### config.mk
export PLATFORM = sky130hd
export DESIGN_NAME = fps_ctrl
export DESIGN_NICKNAME = d
export VERILOG_FILES = /design/src/fps_pkg.sv /design/src/fps_ctrl.sv
export SDC_FILE = /design/constraint.sdc
export NUM_CORES = 1
export LEC_CHECK = 0
export BUFFER_PORTS_ARGS = -buffer_cell sky130_fd_sc_hd__buf_2
export CORE_ASPECT_RATIO = 0.75
export CORE_UTILIZATION = 63
export DETAILED_ROUTE_END_ITERATION = 10
export PLACE_DENSITY = 0.88
export SYNTH_ARGS = -nofsm -noshare
export SYNTH_HDL_FRONTEND = slang
export SYNTH_SLANG_ARGS = --single-unit
### constraint.sdc
create_clock -name clk -period 7.1 [get_ports clk]
set_input_delay 1.065 -clock clk [delete_from_list [all_inputs] [get_ports clk]]
set_output_delay 1.065 -clock clk [all_outputs]
set_load 0.02 [all_outputs]
### src/fps_pkg.sv
// Package for the binary indexed prefix-sum table: request and result types,
// operation and state codes, and fixed field widths. No dependencies.
`default_nettype none

package fps_pkg;

  // Fixed field widths.
  localparam int IDX_W   = 11;
  localparam int POS_W   = IDX_W + 1;
  localparam int DELTA_W = 16;
  localparam int SUM_W   = 32;
  localparam int OP_W    = 2;

  // Size register value after reset.
  localparam logic [IDX_W-1:0] SIZE_RESET = IDX_W'(1024);

  // Operation codes carried in a request.
  typedef enum logic [OP_W-1:0] {
    OP_ADD    = 2'd0,
    OP_PREFIX = 2'd1,
    OP_RANGE  = 2'd2
  } op_t;

  // Controller states.
  typedef enum logic [1:0] {
    ST_CLEAR,
    ST_IDLE,
    ST_WALK,
    ST_DONE
  } state_t;

  // One input request.
  typedef struct packed {
    logic [OP_W-1:0]           operation;
    logic [IDX_W-1:0]          index;
    logic [IDX_W-1:0]          left_index;
    logic signed [DELTA_W-1:0] delta;
  } in_req_t;

  // One result.
  typedef struct packed {
    logic signed [SUM_W-1:0] sum;
    logic                    status;
  } res_t;

  // Finished result offered by the controller to the output register.
  typedef struct packed {
    logic valid;
    res_t res;
  } done_t;

endpackage

`default_nettype wire

### src/fps_ctrl.sv
// Controller of the prefix-sum table: clearing pass, request checks, and the
// index-chain walks that read, modify and write the partial-sum RAM.
// Depends on fps_pkg.
`default_nettype none

module fps_ctrl
  import fps_pkg::*;
#(
  parameter int TABLE_SIZE = 1024
) (
  input  wire logic                          clk,
  input  wire logic                          rst,
  input  wire logic                          cfg_wen,
  input  wire logic [IDX_W-1:0]              cfg_wdata,
  input  wire logic                          in_valid,
  output logic                               in_stall,
  input  wire in_req_t                       in_data,
  input  wire logic                          slot_free,
  output done_t                              done,
  output logic                               ram_we,
  output logic      [$clog2(TABLE_SIZE)-1:0] ram_waddr,
  output logic      [SUM_W-1:0]              ram_wdata,
  output logic      [$clog2(TABLE_SIZE)-1:0] ram_raddr,
  input  wire logic [SUM_W-1:0]              ram_rdata
);

  localparam int AW  = $clog2(TABLE_SIZE);
  localparam int CAP = (TABLE_SIZE > 2047) ? 2047 : TABLE_SIZE;
  localparam logic [IDX_W-1:0] CAP_V    = IDX_W'(CAP);
  localparam logic [AW-1:0]    LAST_ADR = AW'(TABLE_SIZE - 1);

  state_t            state, state_next;
  logic [IDX_W-1:0]  size_reg;
  logic [IDX_W-1:0]  limit, limit_next;
  logic [OP_W-1:0]   op, op_next;
  logic [POS_W-1:0]  pos, pos_next;
  logic [POS_W-1:0]  left_m1, left_m1_next;
  logic              second, second_next;
  logic [SUM_W-1:0]  delta_ext, delta_ext_next;
  logic [SUM_W-1:0]  acc, acc_next;
  logic              status, status_next;
  logic              pend_valid, pend_valid_next;
  logic              pend_sub, pend_sub_next;
  logic [AW-1:0]     pend_addr, pend_addr_next;
  logic [AW-1:0]     clr_addr, clr_addr_next;

  logic [IDX_W-1:0]  eff_size;
  logic              req_err;
  logic [POS_W-1:0]  lowbit;
  logic [AW-1:0]     pos_addr;
  logic              walk_live;

  // Effective size is the register clamped to the table depth.
  assign eff_size = (size_reg > CAP_V) ? CAP_V : size_reg;

  // Range checks on a new request.
  always_comb begin
    unique case (in_data.operation)
      OP_ADD:    req_err = (in_data.index == '0) || (in_data.index > eff_size);
      OP_PREFIX: req_err = (in_data.index > eff_size);
      OP_RANGE:  req_err = (in_data.index > eff_size) || (in_data.left_index == '0) ||
                           (in_data.left_index > eff_size);
      default:   req_err = 1'b1;
    endcase
  end

  // Walk step helpers: lowest set bit and RAM address of the current node.
  assign lowbit   = pos & (~pos + POS_W'(1));
  assign pos_addr = AW'(pos - POS_W'(1));
  assign walk_live = (op == OP_ADD) ? ((pos != '0) && (pos <= {1'b0, limit}))
                                    : (pos != '0);

  // Size register.
  always_ff @(posedge clk) begin
    if (rst) begin
      size_reg <= SIZE_RESET;
    end else if (cfg_wen) begin
      size_reg <= cfg_wdata;
    end
  end

  // State and control registers.
  always_ff @(posedge clk) begin
    if (rst) begin
      state      <= ST_CLEAR;
      pend_valid <= 1'b0;
      clr_addr   <= '0;
    end else begin
      state      <= state_next;
      pend_valid <= pend_valid_next;
      clr_addr   <= clr_addr_next;
    end
  end

  // Working registers of the current request.
  always_ff @(posedge clk) begin
    limit     <= limit_next;
    op        <= op_next;
    pos       <= pos_next;
    left_m1   <= left_m1_next;
    second    <= second_next;
    delta_ext <= delta_ext_next;
    acc       <= acc_next;
    status    <= status_next;
    pend_sub  <= pend_sub_next;
    pend_addr <= pend_addr_next;
  end

  // Next state, walk sequencing and RAM access.
  always_comb begin
    state_next      = state;
    limit_next      = limit;
    op_next         = op;
    pos_next        = pos;
    left_m1_next    = left_m1;
    second_next     = second;
    delta_ext_next  = delta_ext;
    acc_next        = acc;
    status_next     = status;
    pend_valid_next = 1'b0;
    pend_sub_next   = pend_sub;
    pend_addr_next  = pend_addr;
    clr_addr_next   = clr_addr;
    in_stall        = 1'b1;
    done.valid      = 1'b0;
    done.res.sum    = acc;
    done.res.status = status;
    ram_we          = 1'b0;
    ram_waddr       = pend_addr;
    ram_wdata       = ram_rdata + delta_ext;
    ram_raddr       = pos_addr;

    unique case (state)
      // Zero the RAM one word per cycle after reset.
      ST_CLEAR: begin
        ram_we        = 1'b1;
        ram_waddr     = clr_addr;
        ram_wdata     = '0;
        clr_addr_next = clr_addr + AW'(1);
        if (clr_addr == LAST_ADR) begin
          state_next = ST_IDLE;
        end
      end

      // Take a request and check its indexes.
      ST_IDLE: begin
        in_stall = 1'b0;
        if (in_valid) begin
          op_next        = in_data.operation;
          limit_next     = eff_size;
          pos_next       = {1'b0, in_data.index};
          left_m1_next   = {1'b0, in_data.left_index} - POS_W'(1);
          second_next    = 1'b0;
          delta_ext_next = {{(SUM_W-DELTA_W){in_data.delta[DELTA_W-1]}}, in_data.delta};
          acc_next       = '0;
          status_next    = req_err;
          state_next     = req_err ? ST_DONE : ST_WALK;
        end
      end

      // One node per cycle: retire the read issued last cycle, issue the next.
      ST_WALK: begin
        if (pend_valid) begin
          if (op == OP_ADD) begin
            ram_we = 1'b1;
          end else begin
            acc_next = pend_sub ? (acc - ram_rdata) : (acc + ram_rdata);
          end
        end
        if (walk_live) begin
          pend_valid_next = 1'b1;
          pend_addr_next  = pos_addr;
          pend_sub_next   = second;
          pos_next        = (op == OP_ADD) ? (pos + lowbit) : (pos - lowbit);
        end else if ((op == OP_RANGE) && !second) begin
          second_next = 1'b1;
          pos_next    = left_m1;
        end else begin
          state_next = ST_DONE;
        end
      end

      // Hand the result to the output register.
      ST_DONE: begin
        done.valid = 1'b1;
        if (slot_free) begin
          state_next = ST_IDLE;
        end
      end

      default: begin
        state_next = ST_IDLE;
      end
    endcase
  end

endmodule

`default_nettype wire

Yosys cells after proc, flatten, opt, wreduce, memory -nomap -nowiden
Index checks and enable logic that the tools add are counted.
- register bits: 122
- input bits: 88
- output and inout bits: 88
- add/sub/neg operators: 9
- magnitude comparators: 4
- equal/unequal tests: 16
- mux-type cells: 32
- bitwise gates (word level): 3
- reductions and logical operators: 20
- operators with widths (kind ; number):
    $mux W32 ; 5
    $add A32 B32 Y32 ; 2
    $pmux W32 S2 ; 1
    $mux W12 ; 4
    $sub A32 B32 Y32 ; 1
    $pmux W12 S2 ; 1
    $gt A11 B11 Y1 ; 2
    $logic_not A11 Y1 ; 2
    $ne A2 B2 Y1 const B ; 8
    $add A12 B1 Y12 const B ; 1
    $add A12 B12 Y12 ; 1
    $and A12 B12 Y12 ; 1
    $le A12 B11 Y1 ; 1
    $not A12 Y12 ; 1
    $reduce_bool A12 Y1 ; 1
    $sub A11 B1 Y12 const B ; 1
    $sub A12 B12 Y12 ; 1
    $gt A11 B11 Y1 const B ; 1
    $mux W11 ; 1
    $add A10 B1 Y10 const B ; 1
    $eq A10 B10 Y1 const B ; 1
    $mux W1 ; 10
    $mux W10 ; 1
    $mux W2 ; 5
    18 further kinds ; 30

Depth between registers and ports, before layout
- depth in word-level cells: 9
- gate-level depth with buffers: 19

Worst setup path after synthesis
No wires, ideal clock.
- path kind: input port to flip-flop
- from: in ram_rdata[5]
- to: reg acc[30], data pin
- setup time: 0.270 ns
- data arrival time: 4.377 ns
- required time: 6.830 ns
- path slack: 2.453 ns
- cell stages on the path: 18
- path buffers: 0
- path through: or3_1 > nor3b_1 > and2_1 > and3b_1 > nand2_1 > nor2_1 > nor2_1 > xnor2_1 > ha_1 > and3_1 > nand3_1 > nor3_1 > a211oi_1 > a31oi_2 > a41oi_1 > o21ai_1 > mux2i_1 > o311ai_1
- word-level cells in the longest chain between the ends: 5
- elaborated cells between the ends (all ways): 6
- classes of those cells: add/sub: 2; mux: 4
- ends and longest elaborated chain (what ; line ; text):
    start: declaration ; fps_ctrl.sv:24 ; input wire logic [SUM_W-1:0] ram_rdata
    $add A32 B32 Y32 or $sub A32 B32 Y32 (tied branches) ; fps_ctrl.sv:167 ; acc_next = pend_sub ? (acc - ram_rdata) : (acc + ram_rdata);
    $mux W32 * ; fps_ctrl.sv:167 ;
    $mux W32 * ; fps_ctrl.sv:164 ; if (op == OP_ADD) begin
    $mux W32 * ; fps_ctrl.sv:163 ; if (pend_valid) begin
    $pmux W32 S2 * ; fps_ctrl.sv:133 ; unique case (state)
    end signal: assignment ; fps_ctrl.sv:103 ; acc <= acc_next;
    end: declaration ; fps_ctrl.sv:40 ; logic [SUM_W-1:0] acc, acc_next;
Every way passes the cells marked *; elsewhere a longest branch is shown, timed or not. The select of a mux whose other input is x is not followed.
A chain may end at the register's enable or synchronous reset.

Worst setup path in the final report
- from: in ram_rdata[0]
- to: out ram_wdata[26]
- word-level cells in the longest chain between the ends: 2
- ends and longest elaborated chain (what ; line ; text):
    $add A32 B32 Y32 ; fps_ctrl.sv:130 ; ram_wdata = ram_rdata + delta_ext;
    $mux W32 ; fps_ctrl.sv:133 ;
    end: declaration ; fps_ctrl.sv:22 ; output logic [SUM_W-1:0] ram_wdata,
Every way passes these cells.

==> run metrics <==
Synth Cell Area 10300 um^2; Area Growth Syn to Fin 15.8%; reg2reg start pos[1]$_DFFE_PP_; Largest stage delay, worst path 450 ps; share of post-route cells with drive strength above 1 17.8%; Slew headroom 22.8%; DR vias 9372; Layout Cells excl Fill 1550; Reg2Reg Setup Slack 3290 ps; antenna diode count 0; synth top area cells edfxtp_1 29%, ha_1 14%, xnor2_1 6.2%, nor2_1 5.4%, dfxtp_1 4.7%; crit path kind primary input to primary output; share of the synthesized area in the top cell type 28.5%; met2 routed WL 11.7 mm; worst reg2reg path depth 14; CTS Hold Bufs 0; Cell Chain, Critical Path buf_2 -> ha_1 -> fa_1 -> a21o_1 -> a21oi_1 -> o21ai_1 -> and3_1 -> o31ai_1 -> a21oi_1 -> a21boi_1 -> xnor2_1 -> nor2b_1 -> buf_2; FFs w/ async S/R, synth 0%; Top FF cell, synth edfxtp_1; min setup slack post-route 1920 ps; Die X 150 um; highest routed layer met4; Regs by FF count acc x32, delta_ext x16; CP arrival 4110 ps; number of flip-flops in the largest register 32; Synth Instances 1157; gp weighted congestion 0.945; status finished, final reports clean; Setup Fix Bufs, Post-CTS 0; 1st-pass router iterations 5; initial antenna violation count 0; number of max-cap violations 0; CP delay by family, top compound AO/OA/AOI/OAI gates; pre-CTS setup slack 1690 ps; critical path required time 6030 ps; first-pass GRT wire length 42.6 mm; I/O pin count 176; hold_ws 461 ps; Core Area 16000 um^2; gr usage total 32.3%; latest clock arrival within the worst-skew pair 430 ps; routed wire length 27.1 mm; min-delay worst type register to register; slowest CP cell o31ai_1; total CTS buffers 17; Inst Count DP 1518; Worst-path clk slew 60 ps; DIE HEIGHT 113 um; endpoints failing hold 0; RSZ-0062 raised after global routing false; DP Wirelength 20.5 mm; met3 wire length 2.75 mm; largest reg by FF count acc; CTS tree yes; Tcrit/Tclk final 72.9%; Synth Net Count 1363; FMAX 0.193 GHz; Clock Path Buffers 2; DRT met1 WL 12.2 mm; top-count cell post-synth nor2_1; fin util 74.6%; Hold EP pend_sub$_DFFE_PP_; DRC viols 0; # setup viols final 0; setup skew after layout 8.95 ps; CTS-repair resized insts 0; post-synth top area cell edfxtp_1; TritonCTS Sinks 122; Bufs and invs on worst path 2; Power per Cell Area 157 nW/um^2; Syn. warnings 0; Worst Setup End Kind primary output; Tot Pwr 1.88 mW; final instance area 11900 um^2; worst-margin pin slew 1160 ps; count of different cell masters after synthesis 70; NumNets Final 1533; Die ar. 16900 um^2; # H-tree levels 4; floorplan row count 40; startpoint types primary input; clock period minus worst slack 5180 ps; Slew Limit Fails 0; post-synthesis sequential area ratio 33.2%; vias in the first global route 8689; hold path depth 0; Post-synth EDFFs 98; leak pwr 5.31 nW; Yosys reg bits 122; Post-synth top cells 148 x nor2_1, 115 x ha_1, 98 x edfxtp_1; CTS root buffer clkbuf_16; Worst R2R End pos[11]$_SDFFCE_PN0P_; Initial Utilization 64.4%; remaining global-route overflow 0; DRT antenna net count 0; drt wl/cell 17.5 um; final setup TNS 0 ps; Peak VDD IR 0.000198 V; IO Port Bufs 175; Crit Path Max Fanout 4; placed cell areas 11400 um^2; min-delay src second$_DFFE_PP_; syn avg cell area 8.92 um^2; vias per inst 6.05; 1st-iter DRT viols 919; pin count of the biggest net entering global routing 51
-- how the worst max path moves through the flow --
| stage | slack (ps) | cells after the start | from | to |
|---|---|---|---|---|
| 2_1_floorplan | 2450 | 18 | ram_rdata[5] | acc[30]$_SDFFCE_PN0P_ |
| 3_3_place_gp | 1850 | 19 | ram_rdata[5] | acc[30]$_SDFFCE_PN0P_ |
| 3_5_place_dp | 1690 | 19 | ram_rdata[5] | acc[30]$_SDFFCE_PN0P_ |
| 4_1_cts | 1970 | 13 | ram_rdata[0] | ram_wdata[26] |
| 5_1_grt | 1710 | 13 | ram_rdata[0] | ram_wdata[26] |
| 6_report | 1920 | 13 | ram_rdata[0] | ram_wdata[26] |
-- where the power goes --
group	internal (mW)	switching (mW)	total (mW)
combinational	0.116	0.157	0.273
sequential	0.773	0.00448	0.777
clock	0.480	0.349	0.829
total	1.37	0.510	1.88
-- cells by family after synthesis --
group                    count (synthesis)  share of synthesized area [%]
AND/OR/NAND/NOR                        385                           17.6
buffers and inverters                   99                           3.65
AO/OA/AOI/OAI                          277                           17.2
adder cells (fa/ha/maj)                118                           14.5
XOR/XNOR                               120                           10.2
multiplexers                            36                           3.64
flip-flops                             122                           33.2
-- cell usage in the layout (no fill, tap or decap), types with 6 or more instances in the layout --
master	n
a211oi_1	9
a21o_1	34
a21oi_1	90
a31oi_1	16
and2_1	8
and3_1	13
buf_2	175
clkbuf_16	18
dfxtp_1	24
edfxtp_1	98
ha_1	114
inv_1	70
mux2_2	10
mux2i_1	24
nand2_1	85
nand2b_1	11
nand3_1	20
nand4_1	14
nor2_1	148
nor2b_1	13
nor3_1	33
nor4_1	8
o211ai_1	6
o21a_1	9
o21ai_0	44
o21ai_1	12
o21bai_1	12
o31a_1	6
or3_1	7
xnor2_1	73
xor2_1	47
-- final cells by class --
class | count | area (um^2)
multi-input combinational | 936 | 6530
inverter | 70 | 263
tap | 210 | 263
fill | 1177 | 4070
clock inverter | 11 | 85.1
clock buffer | 21 | 472
sequential | 122 | 3420
timing repair buffer | 180 | 913
-- layer usage --
layer | global-route usage, % | vias to the layer above
met3 | 6.81 | 50
met2 | 48.8 | 453
met1 | 46.6 | 4325
met4 | 8.82 | 0
li1 | - | 4544
met5 | 0 | -
-- worst register-to-register path: stages (launching register included) --
cell	delay (ps)
edfxtp_1	530
nor3_2	350
or4b_4	540
nor2_4	120
nand2_2	80
and3_2	240
nor2_1	110
xnor2_1	140
ha_1	300
and3_1	200
a211oi_1	360
o21ai_0	130
a21oi_1	190
xnor2_1	140
a21oi_1	80
(Power assumes the default switching activity.)
